$ cat config.mk
export PLATFORM = sky130hd
export DESIGN_NAME = aclf_ram
export DESIGN_NICKNAME = d
export VERILOG_FILES = /design/src/sv/aclf_ram.sv
export SDC_FILE = /design/constraint.sdc
export NUM_CORES = 2
export LEC_CHECK = 0
export BUFFER_PORTS_ARGS = -buffer_cell sky130_fd_sc_hd__clkbuf_2
export CAP_MARGIN = 20
export CORE_MARGIN = 8
export CORE_UTILIZATION = 55
export DETAILED_ROUTE_END_ITERATION = 10
export MAX_ROUTING_LAYER = met4
export PLACE_DENSITY = 0.68
export SLEW_MARGIN = 30
export SYNTH_ARGS = -nofsm -noshare
export SYNTH_HDL_FRONTEND = slang
export SYNTH_SLANG_ARGS = --single-unit
$ cat constraint.sdc
create_clock -name clock -period 4 [get_ports clock]
set_input_delay 0.2 -clock clock [delete_from_list [all_inputs] [get_ports clock]]
set_output_delay 0.2 -clock clock [all_outputs]
set_load 0.01 [all_outputs]
$ cat src/sv/aclf_ram.sv
// ----------------------------------------------------------------------------
// aclf_ram
// generic single write port, single read port ram with registered read
// ----------------------------------------------------------------------------
module aclf_ram #(
   parameter int WIDTH = 32,
   parameter int DEPTH = 64,
   parameter int ADDR_W = (DEPTH > 1) ? $clog2(DEPTH) : 1
) (
   input  logic              clock,
   input  logic              wr_en,
   input  logic [ADDR_W-1:0] wr_addr,
   input  logic [WIDTH-1:0]  wr_data,
   input  logic              rd_en,
   input  logic [ADDR_W-1:0] rd_addr,
   output logic [WIDTH-1:0]  rd_data
);

   logic [WIDTH-1:0] mem_ff [DEPTH];
   logic [WIDTH-1:0] rd_data_ff;

   always_ff @(posedge clock) begin
      if (wr_en) begin
         mem_ff[wr_addr] <= wr_data;
      end
      if (rd_en) begin
         rd_data_ff <= mem_ff[rd_addr];
      end
   end

   assign rd_data = rd_data_ff;

endmodule

==> impl_metrics.py <==
metrics = {
    "run_status": {
        "status": "complete, no violations",
    },
    "floorplan": {
        "initial_core_util_pct": 55.15,
        "die_x_um": 394.6,
        "rows": 139,
        "die_h_um": 394.6,
        "io_pins": 79,
        "die_area_sq_um": 155700,
        "core_sq_um": 143000,
    },
    "power": {
        "max-vdd-ir-drop_mv": 0.5166,
        "internal_power_w": 0.03481,
        "combPwrFrac_pct": 4.9,
        "swShare_pct": 20.61,
        "switchingPower_w": 0.009036,
        "power_density_nw_per_um2": 493.7,
        "clkPwrFrac_pct": 39.8,
        "pwr-share-seq_pct": 55.4,
        "p_total_w": 0.04384,
        "leakage_nw": 27.60,
    },
    "synthesis": {
        "netlist.area_leader.share_pct": 79.23,
        "yosys_warnings": 0,
        "synth.distinct_cells": 33,
        "seq_area_frac_synth_pct": 79.23,
        "syn-mean-instance-area_sq_um": 23.72,
        "netlist_instances": 3324,
        "ys_seq_elements": 2080,
        "netlist_area_sq_um": 78840,
        "syn-num-nets": 3371,
        "yosys.area.top_type": "edfxtp_1",
        "synth_top_cells_by_area": "edfxtp_1, mux4_2, mux2i_1",
    },
    "cells_and_area": {
        "synthToLayoutAreaGrowth_pct": 12.65,
        "utilization_pct": 62.12,
        "mostFrequentLayoutCells": "edfxtp_1, mux4_2, clkbuf_16, buf_4, mux2i_1",
        "final_common_cell": "edfxtp_1",
        "drive_gt1_share_pct": 29.88,
        "fin_cells": 5642,
        "fin_nets": 3627,
    },
    "sta": {
        "period_share_pct": 65.54,
        "finalHoldViolCount": 0,
        "period_minus_slack_ns": 2.622,
        "timing.slew.headroom_pct": 32.16,
        "tns_ns": 0,
        "finalSetupViolCount": 0,
        "fmax_mhz": 381.4,
        "worst_pin_slew_ns": 1.018,
        "skew_ns": 0.02171,
        "rsz0062_at_grt": "false",
        "finalWorstSetupSlack_ns": 1.378,
        "maxSlewViolCount": 0,
    },
    "drt": {
        "via_count": 37127,
        "drtPass1Iterations": 5,
        "wire_per_inst_um": 33.77,
        "drc": 0,
        "drtIter0Drc": 4797,
        "viasPerCell": 6.580,
        "wl_mm": 190.5,
        "ant_nets": 0,
    },
    "critical_path": {
        "critPathMaxFanout": 45,
        "worst-path-buf-inv": 3,
        "critical-path-top-delay-family": "buffers and inverters",
        "critical_path.startpoint_type": "primary input",
        "reg2reg_slack_ns": 1.63,
        "max_stage_delay_ns": 0.61,
        "cp_slowest_cell": "o22ai_1",
        "crit_top_cell": "mux4_2",
        "path_cells": "buf_8 > buf_12 > buf_4 > mux4_2 > mux4_2 > o22ai_1 > nor2_1",
        "critPathCaptureType": "flip-flop",
        "crit_required_ns": 4.54,
        "path_class": "in -> reg",
        "crit_arrival_ns": 3.16,
    },
    "hold_path": {
        "hold_class": "in -> reg",
    },
    "global_route": {
        "overflow": 0,
        "gr-usage-all-layers_pct": 25.12,
        "grt_max_degree": 78,
        "grt_antenna_before_repair": 4,
        "first_global_vias": 38002,
        "grt_pass1_wl_mm": 273.5,
    },
    "placement": {
        "dp_slack_ns": 0.4251,
        "gp_congestion": 0.8359,
        "dp_hpwl_mm": 108.9,
        "place_inst": 5286,
        "io_buffers": 78,
    },
    "cts": {
        "numCtsBuffers": 192,
        "clk_pin_slew_ns": 0.06,
        "postCtsHoldBufs": 3,
        "postCtsSetupRepairBufs": 0,
        "cts_resized": 0,
        "cts_tree": "done",
        "cts.root.buffer_cell": "clkbuf_16",
        "insertion_delay_ns": 0.82,
        "cts_buffer_depth": 3,
        "htree_levels": 4,
        "clock_sinks": 2080,
    },
    "run": {
        "drv_cap": 0,
    },
}
[metrics by stage]
step                      hold WS, ns  area [sq um]
after global routing          0.04844         88810
after floorplan                0.2989         78840
final                         0.02681         88810
after detailed placement       0.6329         82790
after global placement         0.6391         82730
after CTS                    0.001481         88800
[flip-flops by register name, indices dropped and copies added, names as in the netlist]
register	flops
rd_data	32
mem_ff	2048
[final cells by class]
| cell class | instances | area [sq um] |
|---|---|---|
| timing repair buffer | 244 | 2017 |
| tap | 1903 | 2381 |
| fill | 9394 | 54150 |
| sequential | 2080 | 62460 |
| antenna | 4 | 10.01 |
| clock buffer | 242 | 5162 |
| clock inverter | 107 | 813.3 |
| multi-input combinational | 1062 | 15970 |
[logic make-up (layout without fill, tap and decap cells)]
group,after synthesis,in the layout,synth area share [%]
AOI/OAI and AO/OA,202,202,1.666
buffers and inverters,182,593,1.124
DFF,2080,2080,79.23
muxes,637,637,16.72
other,0,4,0
and+or+nand+nor,223,223,1.260
[Yosys cell counts, drive strengths merged]
cell type	number
a21oi	62
mux4	544
mux2i	93
nor2b	15
a41o	4
and2	2
nor2	137
nand2b	8
a311oi	8
or3	3
nand3b	5
nand3	5
nor3	7
o221ai	27
or3b	5
nand4	2
buf	108
a31oi	1
o22ai	84
a22oi	12
clkbuf	74
nand2	26
edfxtp	2080
or2	3
and3	4
o32ai	4
nand4b	1
[worst register-to-register path, cell delays in order (launching register included)]
cell and delay, ns:
edfxtp_1 0.38, mux4_2 0.48, mux4_2 0.52, o22ai_1 0.61, nor2_1 0.11
[power by group through the flow]
stage          registers [W]  clock network (W)  logic (W)
2_1_floorplan         0.0247                  0    0.00117
3_3_place_gp          0.0247                  0    0.00209
3_5_place_dp          0.0247                  0    0.00215
4_1_cts               0.0243             0.0177    0.00215
5_1_grt               0.0243             0.0185    0.00225
6_report              0.0243             0.0174    0.00213
[worst paths after layout]
check / endpoint / cells past startpoint / start
worst min register to register: rd_data[8] / 4 / mem_ff[29][8]
worst min-delay path: mem_ff[63][19] / 2 / wr_data[19]
worst max-delay path: rd_data[13] / 7 / rd_addr[0]
worst max register to register: rd_data[13] / 4 / mem_ff[11][13]
[layer usage]
layer | wire [um] | global-route usage (%) | vias to the layer above
met3 | 16840 | 4.077 | 289
li1 | - | - | 14811
met5 | 0 | - | -
met1 | 74050 | 34.37 | 20029
met2 | 94030 | 39.78 | 1998
met4 | 5604 | 7.389 | 0
Power figures use the tool's default switching activity.
