`src/sv/aclf_pkg.sv`:
```
// ----------------------------------------------------------------------------
// aclf_pkg
// shared types and constants of the first-match access rule filter
// ----------------------------------------------------------------------------
package aclf_pkg;

   // protocol codes
   localparam logic [1:0] PROTO_ANY  = 2'd0;
   localparam logic [1:0] PROTO_TCP  = 2'd1;
   localparam logic [1:0] PROTO_UDP  = 2'd2;
   localparam logic [1:0] PROTO_ICMP = 2'd3;

   // rule direction codes
   localparam logic [1:0] DIR_BOTH     = 2'd0;
   localparam logic [1:0] DIR_INBOUND  = 2'd1;
   localparam logic [1:0] DIR_OUTBOUND = 2'd2;

   // port compare codes
   localparam logic [1:0] PORT_EQ = 2'd0;
   localparam logic [1:0] PORT_GT = 2'd1;
   localparam logic [1:0] PORT_LT = 2'd2;
   localparam logic [1:0] PORT_NE = 2'd3;

   // operation codes
   localparam logic OP_CLASSIFY = 1'b0;
   localparam logic OP_WRITE    = 1'b1;

   // decision causes
   localparam logic [2:0] CAUSE_PERMIT    = 3'd0;
   localparam logic [2:0] CAUSE_DENY      = 3'd1;
   localparam logic [2:0] CAUSE_NOMATCH   = 3'd2;
   localparam logic [2:0] CAUSE_UNHANDLED = 3'd3;
   localparam logic [2:0] CAUSE_WRITTEN   = 3'd4;

   localparam logic [7:0] FLAG_ACK = 8'h10;
   localparam logic [7:0] FLAG_RST = 8'h04;

   localparam int ADDR_RULE_W = 64;
   localparam int ATTR_W      = 32;

   typedef struct packed {
      logic        established;
      logic        deny;
      logic [7:0]  tcp_flags;
      logic [1:0]  port_op;
      logic [15:0] port_value;
      logic [1:0]  direction;
      logic [1:0]  protocol;
   } attr_type;

   typedef struct packed {
      logic [1:0]  protocol;
      logic        inbound;
      logic [31:0] src_addr;
      logic [31:0] dst_addr;
      logic [15:0] port_value;
      logic [7:0]  tcp_flags;
      logic        conn_known;
   } packet_type;

   typedef enum logic [2:0] {
      ST_IDLE = 3'b001,
      ST_SCAN = 3'b010,
      ST_DONE = 3'b100
   } state_type;

endpackage

```
`src/sv/aclf_rule_match.sv`:
```
// ----------------------------------------------------------------------------
// aclf_rule_match
// compares one stored rule against the held packet header fields
// ----------------------------------------------------------------------------
module aclf_rule_match (
   input  aclf_pkg::packet_type pkt,
   input  logic [63:0]          src_rule,
   input  logic [63:0]          dst_rule,
   input  aclf_pkg::attr_type   attr,
   output logic                 hit
);

   logic proto_ok;
   logic dir_ok;
   logic src_ok;
   logic dst_ok;
   logic port_ok;
   logic tcp_ok;
   logic l4_ok;

   always_comb begin
      proto_ok = (attr.protocol == aclf_pkg::PROTO_ANY) || (attr.protocol == pkt.protocol);
      dir_ok = (attr.direction == aclf_pkg::DIR_BOTH) ||
               (pkt.inbound && (attr.direction == aclf_pkg::DIR_INBOUND)) ||
               (!pkt.inbound && (attr.direction == aclf_pkg::DIR_OUTBOUND));
      src_ok = ((pkt.src_addr & src_rule[31:0]) == (src_rule[63:32] & src_rule[31:0]));
      dst_ok = ((pkt.dst_addr & dst_rule[31:0]) == (dst_rule[63:32] & dst_rule[31:0]));

      case (attr.port_op)
         aclf_pkg::PORT_EQ: port_ok = (pkt.port_value == attr.port_value);
         aclf_pkg::PORT_GT: port_ok = (pkt.port_value > attr.port_value);
         aclf_pkg::PORT_LT: port_ok = (pkt.port_value < attr.port_value);
         default:           port_ok = (pkt.port_value != attr.port_value);
      endcase
      if (attr.port_value == 16'd0) begin
         port_ok = 1'b1;
      end

      tcp_ok = 1'b1;
      if (attr.established && ((pkt.tcp_flags & (aclf_pkg::FLAG_ACK | aclf_pkg::FLAG_RST))
                               != 8'd0) && !pkt.conn_known) begin
         tcp_ok = 1'b0;
      end
      if ((attr.tcp_flags != 8'd0) && (attr.tcp_flags != pkt.tcp_flags)) begin
         tcp_ok = 1'b0;
      end

      case (pkt.protocol)
         aclf_pkg::PROTO_ICMP: begin
            l4_ok = (attr.port_value == 16'd0) || (attr.port_value == pkt.port_value);
         end
         aclf_pkg::PROTO_TCP: begin
            l4_ok = port_ok && tcp_ok;
         end
         default: begin
            l4_ok = port_ok;
         end
      endcase

      hit = proto_ok && dir_ok && src_ok && dst_ok && l4_ok;
   end

endmodule

```
`config.mk`:
```
export PLATFORM = sky130hd
export DESIGN_NAME = aclf_rule_match
export DESIGN_NICKNAME = d
export VERILOG_FILES = /design/src/sv/aclf_pkg.sv /design/src/sv/aclf_rule_match.sv
export SDC_FILE = /design/constraint.sdc
export NUM_CORES = 1
export LEC_CHECK = 0
export BUFFER_PORTS_ARGS = -buffer_cell sky130_fd_sc_hd__buf_2
export CORE_AREA = 4 4 97 99
export DETAILED_ROUTE_END_ITERATION = 8
export DIE_AREA = 0 0 101 103
export SLEW_MARGIN = 20
export SYNTH_ARGS = -nofsm -noshare
export SYNTH_HDL_FRONTEND = slang
export SYNTH_SLANG_ARGS = --single-unit
```
`constraint.sdc`:
```
create_clock -name vclk -period 1.83
set_clock_uncertainty 0.05 [all_clocks]
set_input_delay 0.2745 -clock vclk [all_inputs]
set_output_delay 0.2745 -clock vclk [all_outputs]
set_load 0.01 [all_outputs]
```
==> run metrics <==
Layout Area Growth over Synthesis=110%; mean post-synth cell area=7.72 µm²; top-count cell post-synth=xor2_1; Critical Path Start Type=primary input; synth top area cells=xor2_1 36%, a22oi_1 14%, ha_1 13%; vias in the first global route=2675; MaxCap Viol Count=0; Die X=101 µm; nets=744; Yosys warning count=0; IO Port Bufs=252; Overflow after GRT=0; Setup WS post-layout=-0.481 ns; CP max FO=3; Power Density=210 nW/µm²; RSZ-0062 raised after global routing=yes; WHS=1.03 ns; pin count of the biggest net entering global routing=5; worst path cell trace=buf_12 > inv_12 > ha_4 > nand4_4 > nor4_4 > a211oi_2 > o211ai_1 > mux2_4 > nor3_4 > buf_2; worst-margin pin slew=0.411 ns; Initial DRC Count=26; syn_nets=472; routed len/inst=14.1 µm; Worst slew margin=0.726; Hold Crit Class=primary input to primary output; Seq cells=0; ANT nets after route=0; Final Instance Area=3310 µm²; Avg Vias per Cell=4.37; Initial Util=0.184; area share of the largest cell type after synthesis=0.356; DRC violations left=0; failing checks=negative setup slack; delay-heaviest family, CP=simple AND/OR/NAND/NOR gates; fmax=433 MHz; Storage cell area=0 µm²; gate count of the mapped netlist=204; Slew Viols, Final=0; Via Count=2554; fin crit share=1.26; Post-CTS Hold Fix Bufs=0; synthesized cell area=1580 µm²; Die Y=103 µm; Yosys top cell by area=xor2_1; Final Util=0.387; # IOs=253; initial antenna violation count=2; Die Area=10400 µm²; first-pass GRT wire length=11.9 mm; DP HPWL=7.95 mm; DRT Pass-1 Iters=4; Power, Total=696 µW; arrival time worst endpoint=1.99 ns; gp weighted congestion=0.887; status=complete, but fails checks; # clk buffers=0; commonest cells in the synthesized netlist=64 x xor2_1, 29 x a22oi_1, 19 x inv_1, 16 x ha_1, 10 x nand4_1; # setup viols final=1; final hold vios=0; Final min period=2.31 ns; std cell rows=34; CP required=1.51 ns; Slowest cell on crit path=nor4_4; sequential element share of the synthesized area=0; GRT Total Usage=0.142; Core ar.=8550 µm²; post-place instance area=3250 µm²; layout cells sized above 1=0.620; worst path buffer plus inverter count=3; kind of critical path=primary input to primary output; final WL=8.21 mm; TNS Setup=-0.481 ns; peak supply drop=0.105 mV; Leakage Power=1.82 nW; max incr delay on CP=0.37 ns; nature of the critical path endpoint=primary output; Synth cell types=31
-- path summary, 6_finish.rpt --
check / cells past startpoint / to / slack (ns) / from
setup / recovery: 10 / hit / -0.48 / attr[15]
hold / removal: 5 / hit / 1.03 / attr[21]
-- metrics by stage --
step           worst slack, ns  cells
2_1_floorplan           -0.171    204
3_3_place_gp            -0.553    582
3_5_place_dp            -0.591    582
4_1_cts                 -0.476    582
5_1_grt                 -0.570    584
6_report                -0.481    584
-- where the power goes --
part | internal (mW) | switching [mW]
Sequential | 0 | 0
Clock | 0.000000147 | 0
Combinational | 0.407 | 0.289
Total | 0.407 | 0.289
-- metal layers --
metal | track usage | part of all wire
met1 | 0.162 | 0.37
met2 | 0.289 | 0.55
met3 | 0.0169 | 0.079
met4 | 0.0164 | 0.0032
met5 | 0 | 0
-- final cells by class --
cell class                      instances  area, µm²
Timing Repair Buffer                  270       1440
Antenna cell                            2       5.00
Fill cell                             890       5240
Tap cell                              108        135
Multi-Input combinational cell        185       1640
Inverter                               19       88.8
-- placed cells by master, fill, tap and decap left out, types with 2 or more instances in the layout --
cell type and n:
o21ai_0 3, inv_2 4, buf_4 19, ha_1 8
nand4_4 2, a21oi_1 5, a221oi_1 2, a21boi_0 2
a22oi_1 29, ha_4 8, xor2_1 64, buf_6 4
nor2_1 6, nand2_1 5, xnor2_1 8, nor4_1 6
buf_2 246, inv_1 13, diode_2 2, nor2b_1 3
nand3_1 4, nand4_1 10, a21o_1 3
-- repair_timing --
action	in CTS	in global routing
endpoints found under the setup margin	1	1
buffers inserted	0	0
pin swaps	8	0
gates resized for setup	11	1
-- logic make-up (layout without fill, tap and decap cells) --
group | after synthesis | after routing | synth area share
xor+xnor | 72 | 72 | 0.400
compound gates | 51 | 51 | 0.236
simple gates | 45 | 45 | 0.182
buf+inv | 19 | 289 | 0.0453
fa+ha+maj | 16 | 16 | 0.127
mux | 1 | 1 | 0.00953
other cells | 0 | 2 | 0
(Power assumes the default switching activity.)
